===== src/hdl/pzs_pkg.sv =====
// shared constants, types and angle helpers for the zone shape test
package pzs_pkg;

   localparam int ANGLE_BITS    = 16;
   localparam int CORDIC_STAGES = 16;
   localparam int GUARD         = 4;
   localparam int ZW            = ANGLE_BITS + 2;
   localparam int XW            = 32;
   localparam int PIPE_DEPTH    = CORDIC_STAGES + 5;

   localparam logic signed [XW-1:0] INV_GAIN = 32'sd652032874;

   localparam logic [1:0] SHAPE_CIRCLE = 2'd0;
   localparam logic [1:0] SHAPE_BAND   = 2'd1;
   localparam logic [1:0] SHAPE_SECTOR = 2'd2;
   localparam logic [1:0] SHAPE_NONE   = 2'd3;

   localparam logic [2:0] REG_ZONE_SHAPE    = 3'd0;
   localparam logic [2:0] REG_CENTRE_X      = 3'd1;
   localparam logic [2:0] REG_CENTRE_Y      = 3'd2;
   localparam logic [2:0] REG_CIRCLE_RADIUS = 3'd3;
   localparam logic [2:0] REG_AIM_ANGLE     = 3'd4;
   localparam logic [2:0] REG_REACH         = 3'd5;
   localparam logic [2:0] REG_BAND_WIDTH    = 3'd6;
   localparam logic [2:0] REG_HALF_SPREAD   = 3'd7;

   typedef struct packed {
      logic signed [XW-1:0] x;
      logic signed [XW-1:0] y;
      logic signed [ZW-1:0] z;
   } cord_type;

   typedef struct packed {
      logic [1:0] shape;
      logic       rot;
      logic       circ_hit;
      logic       dist_ok;
      logic       at_origin;
   } side_type;

   function automatic logic signed [ZW-1:0] atan_step(input int i);
      logic [31:0] t;
      begin
         case (i % 24)
            0:  t = 32'h20000000;
            1:  t = 32'h12E4051E;
            2:  t = 32'h09FB385B;
            3:  t = 32'h051111D4;
            4:  t = 32'h028B0D43;
            5:  t = 32'h0145D7E1;
            6:  t = 32'h00A2F61E;
            7:  t = 32'h00517C55;
            8:  t = 32'h0028BE53;
            9:  t = 32'h00145F2F;
            10: t = 32'h000A2F98;
            11: t = 32'h000517CC;
            12: t = 32'h00028BE6;
            13: t = 32'h000145F3;
            14: t = 32'h0000A2FA;
            15: t = 32'h0000517D;
            16: t = 32'h000028BE;
            17: t = 32'h0000145F;
            18: t = 32'h00000A30;
            19: t = 32'h00000518;
            20: t = 32'h0000028C;
            21: t = 32'h00000146;
            22: t = 32'h000000A3;
            default: t = 32'h00000051;
         endcase
         t = t >> (32 - ANGLE_BITS);
         return {2'b00, t[ANGLE_BITS-1:0]};
      end
   endfunction

   // 16-bit register angle to internal angle width
   function automatic logic [ANGLE_BITS-1:0] reg_ang(input logic [15:0] a);
      logic [39:0] t;
      begin
         t = {24'd0, a};
         if (ANGLE_BITS >= 16) begin
            t = t << ((ANGLE_BITS >= 16) ? (ANGLE_BITS - 16) : 0);
         end else begin
            t = t >> ((ANGLE_BITS < 16) ? (16 - ANGLE_BITS) : 0);
         end
         return t[ANGLE_BITS-1:0];
      end
   endfunction

endpackage


===== src/hdl/pzs_cordic.sv =====
// pipelined cordic, one micro-rotation per g_step stage, shared rotate and vector modes
module pzs_cordic (
   input  logic              clock,
   input  logic              reset,
   input  logic              in_valid,
   output logic              in_ready,
   input  pzs_pkg::cord_type in_cord,
   input  pzs_pkg::side_type in_side,
   output logic              out_valid,
   input  logic              out_ready,
   output pzs_pkg::cord_type out_cord,
   output pzs_pkg::side_type out_side
);
   import pzs_pkg::*;

   localparam int N = CORDIC_STAGES;

   logic     valid_ff [N+1];
   cord_type cord_ff  [N+1];
   side_type side_ff  [N+1];
   logic     en       [N+1];

   assign en[N]     = !valid_ff[N] || out_ready;
   assign in_ready  = en[0];
   assign out_valid = valid_ff[N];
   assign out_cord  = cord_ff[N];
   assign out_side  = side_ff[N];

   always_ff @(posedge clock) begin
      if (reset) begin
         valid_ff[0] <= 1'b0;
      end else if (en[0]) begin
         valid_ff[0] <= in_valid;
      end
      if (en[0]) begin
         cord_ff[0] <= in_cord;
         side_ff[0] <= in_side;
      end
   end

   for (genvar k = 0; k < N; k++) begin : g_step
      cord_type step_in;
      logic     pos;
      logic signed [XW-1:0] xs;
      logic signed [XW-1:0] ys;

      assign en[k] = !valid_ff[k] || en[k+1];

      always_comb begin
         xs  = cord_ff[k].x >>> k;
         ys  = cord_ff[k].y >>> k;
         pos = side_ff[k].rot ? !cord_ff[k].z[ZW-1] : (cord_ff[k].y <= 0);
         if (pos) begin
            step_in.x = cord_ff[k].x - ys;
            step_in.y = cord_ff[k].y + xs;
            step_in.z = cord_ff[k].z - atan_step(k);
         end else begin
            step_in.x = cord_ff[k].x + ys;
            step_in.y = cord_ff[k].y - xs;
            step_in.z = cord_ff[k].z + atan_step(k);
         end
      end

      always_ff @(posedge clock) begin
         if (reset) begin
            valid_ff[k+1] <= 1'b0;
         end else if (en[k+1]) begin
            valid_ff[k+1] <= valid_ff[k];
         end
         if (en[k+1]) begin
            cord_ff[k+1] <= step_in;
            side_ff[k+1] <= side_ff[k];
         end
      end
   end

endmodule


===== config.mk =====
export PLATFORM = sky130hd
export DESIGN_NAME = pzs_cordic
export DESIGN_NICKNAME = d
export VERILOG_FILES = /design/src/hdl/pzs_pkg.sv /design/src/hdl/pzs_cordic.sv
export SDC_FILE = /design/constraint.sdc
export NUM_CORES = 2
export LEC_CHECK = 0
export BUFFER_PORTS_ARGS = -buffer_cell sky130_fd_sc_hd__buf_2
export CELL_PAD_IN_SITES_DETAIL_PLACEMENT = 1
export CELL_PAD_IN_SITES_GLOBAL_PLACEMENT = 1
export CORE_ASPECT_RATIO = 0.75
export CORE_MARGIN = 2
export CORE_UTILIZATION = 35
export DETAILED_ROUTE_END_ITERATION = 8
export GPL_TIMING_DRIVEN = 0
export PLACE_DENSITY = 0.67
export SLEW_MARGIN = 20
export SYNTH_ARGS = -nofsm -noshare
export SYNTH_HDL_FRONTEND = slang
export SYNTH_SLANG_ARGS = --single-unit
export TNS_END_PERCENT = 20

===== constraint.sdc =====
create_clock -name clock -period 11.4 [get_ports clock]
set_input_delay 0 -clock clock [delete_from_list [all_inputs] [get_ports clock]]
set_output_delay 0 -clock clock [all_outputs]
set_load 0.02 [all_outputs]

==> results by group <==
CTS
  – Post CTS Setup Buffer Count: 0
  – Skew-Pair Late Insertion Delay: 890 ps
  – Clk sink count: 1512
  – Post-CTS Resized: 0
  – Number of buffers created by CTS: 179
  – Clock Root Buffer: clkbuf_16
  – H-tree levels: 4
  – CTS tree: done
  – Clk buf depth: 4
  – Clock Pin Slew Worst Setup and Hold Paths: 60 ps

Yosys
  – Commonest cells post-synth: 1512 x edfxtp_1, 1261 x ha_1, 1125 x xnor2_1
  – Net Count, Synth: 13663
  – Sequential fraction of the synthesis area: 0.3809
  – Yosys warns: 0
  – Syn avg cell area: 9.720 um2
  – Count leader, synth: edfxtp_1
  – Multiplexer area fraction after synthesis: 0.002467
  – Post-synthesis register bit count: 1512
  – Adder-Cell Fraction of Synth Area: 0.1403
  – Cell Area, Synth: 119200 um2
  – Largest area contributor in the synthesized netlist: edfxtp_1
  – Xor/xnor share of the synthesized area: 0.1258
  – Post-synth top area share: 0.3809
  – Synth unique cells: 92
  – Top_reg_cell synth: edfxtp_1
  – Top cells by area, synth: edfxtp_1 38%, ha_1 13%, xnor2_1 8.3%
  – Synth Area in Compound Gates: 0.1874
  – Largest family of logic cells by synthesized area: compound AO/OA/AOI/OAI gates
  – Simple-gate share of the synthesized area: 0.1378
  – Cell count after synthesis: 12263
  – Number of enable flip-flop cells after synthesis: 1512
  – Async SR Flop Fraction: 0

Placed design
  – Dpl cell area: 126500 um2
  – Detailed Place HPWL: 316300 um
  – Place WS: 2664 ps
  – PortBufs: 181
  – GPL Wtd Cong: 0.8998

Floorplanning
  – Num ports: 182
  – Die Width: 677.8 um
  – Chip height: 509.4 um
  – Core Region: 338900 um2
  – Initial Utilization: 0.3517
  – Die area: 345300 um2
  – Std-Cell Rows: 185

Worst setup path
  – Worst Path Max Fanout: 11
  – CP top delay family: simple AND/OR/NAND/NOR gates
  – Worst path cell trace: or4_1 > nor4_1 > nand2_1 > or4_1 > or4_1 > nor2_1 > o31ai_1 > clkbuf_1 > clkbuf_2 > nand2_1 > xnor2_1 > ha_1 > o21a_1 > or2_2 > and3_1 > a32oi_1 > o21ai_0 > a21o_1 > o21ai_0 > o31a_1 > o21ai_0 > o41ai_1 > xor2_1
  – Slowest CP cell: or4_1
  – CP Data Required Time: 11990 ps
  – Crit path kind: register to register
  – Startpoint types: register
  – WP data arrival: 9580 ps
  – Setup crit end kind: register
  – Slowest stage delay, CP: 690 ps
  – CP bufs+invs: 2

Route
  – DRC errors left: 0
  – Final WL: 391100 um
  – Vias per inst: 5.532
  – Wirelength per Cell: 22.39 um
  – Initial DRC Count: 7104
  – DR pass1 iterations: 6
  – ANT nets after route: 0
  – Vias: 96620

STA
  – Worst Clk Skew: 105.1 ps
  – Maximum clock rate: 111.2 MHz
  – Worst slew pin tran: 1201 ps
  – Final WS setup: 2411 ps
  – Unrepaired setup endpoints after global routing: no
  – Final setup vio count: 0
  – Final hold vios: 0
  – Max-slew headroom at the worst pin: 0.1992
  – Fin crit share: 0.7885
  – Slew Viols, Final: 0
  – Min Clock Period, post-route: 8989 ps

Cells and area
  – Fillcell total: 38531
  – Share of post-route cells with drive strength above 1: 0.05188
  – Syn-to-layout area delta: 12.56%
  – Final-stage net count: 14232
  – Reg area: 45400 um2
  – Area of the multi-input gates: 70860 um2
  – Post-route cell area: 134200 um2

Global route
  – Initial antenna violation count: 12
  – Number of global-route vias before repair: 95332
  – First-pass GRT wire length: 594600 um
  – Residual overflow from global routing: 0
  – Largest net degree at the start of global routing: 75
  – Gr usage total: 0.2196

Run status
  – Status: finished clean

Run
  – Max-cap viol count: 0

Worst hold path
  – Worst min path class: input port to register
==> final timing paths <==
check,slack [ps],from,to,cells past startpoint
setup / recovery,2410,cord_ff[10][33],cord_ff[11][49],23
hold / removal,80,out_ready,valid_ff[16],4
setup reg to reg,2410,cord_ff[10][33],cord_ff[11][49],23
hold reg to reg,390,side_ff[0][4],side_ff[0][10],0
==> worst min-delay path, cell delays in order <==
cell           delay, ps
dlygate4sd3_1        520
buf_2                100
nor2b_1              120
nand2b_1             110
==> cell usage in the layout (no fill, tap or decap), types with 91 or more instances in the layout <==
cell,count
o31ai_1,194
or3_1,130
ha_1,1261
and3_1,101
a21o_1,417
edfxtp_1,1512
a21boi_0,91
nand2b_1,216
dlygate4sd3_1,182
a21oi_1,1060
xnor2_1,1125
nor3_1,305
nor4_1,101
xor2_1,587
clkbuf_1,176
nand2_1,760
nor2b_1,185
o21ai_0,751
o21bai_1,129
inv_1,589
nand3_1,210
buf_2,197
clkbuf_16,180
nor2_1,1027
o21a_1,205
o41ai_1,92
==> through the flow <==
| stage | TNS, ps | hold WS (ps) | instances | utilization |
|---|---|---|---|---|
| floorplan | 0 | 98.87 | 12263 | - |
| global placement | -1047470 | 176.7 | 16932 | 0.3710 |
| detailed placement | 0 | 178.5 | 16957 | 0.3732 |
| CTS | 0 | 3.841 | 17459 | 0.3959 |
| global route | 0 | 86.27 | 17461 | 0.3959 |
| finish | 0 | 81.52 | 17465 | 0.3959 |
==> cell type report <==
class	instances	share of cell area
Multi-Input combinational cell	9954	0.5281
Sequential cell	1512	0.3384
Tap cell	4488	0.04185
Clock buffer	199	0.03410
Timing Repair Buffer	388	0.02488
Inverter	605	0.01723
Clock inverter	121	0.009531
Buffer	192	0.005717
Antenna cell	6	0.0001119
==> routing by layer <==
metal  wire length, um  vias up  track usage
li1                  -    46477            -
met1            192900    47574       0.3252
met2            168400     2190       0.3417
met3             21110      379      0.02713
met4              8581        0      0.04720
met5                 0        -            0
==> timing repair <==
item                                    in CTS  in global routing
endpoints found under the setup margin       0                  0
hold endpoints to repair                   180                  0
hold buffers                               182                  0
==> cell families (layout without fill, tap and decap cells) <==
family,after synthesis,after routing
compound gates,3509,3509
simple gates,3397,3397
xor+xnor,1712,1712
flops,1512,1512
fa+ha+maj,1308,1308
buf+inv,797,1505
mux,28,28
other cells,0,6
==> registers in the layout, indices dropped and copies added (netlist names) <==
name      flops
cord_ff    1393
side_ff     102
valid_ff     17
Power is not shown: default switching activity piles up to over one toggle a cycle in this logic, so the estimate is an artifact.
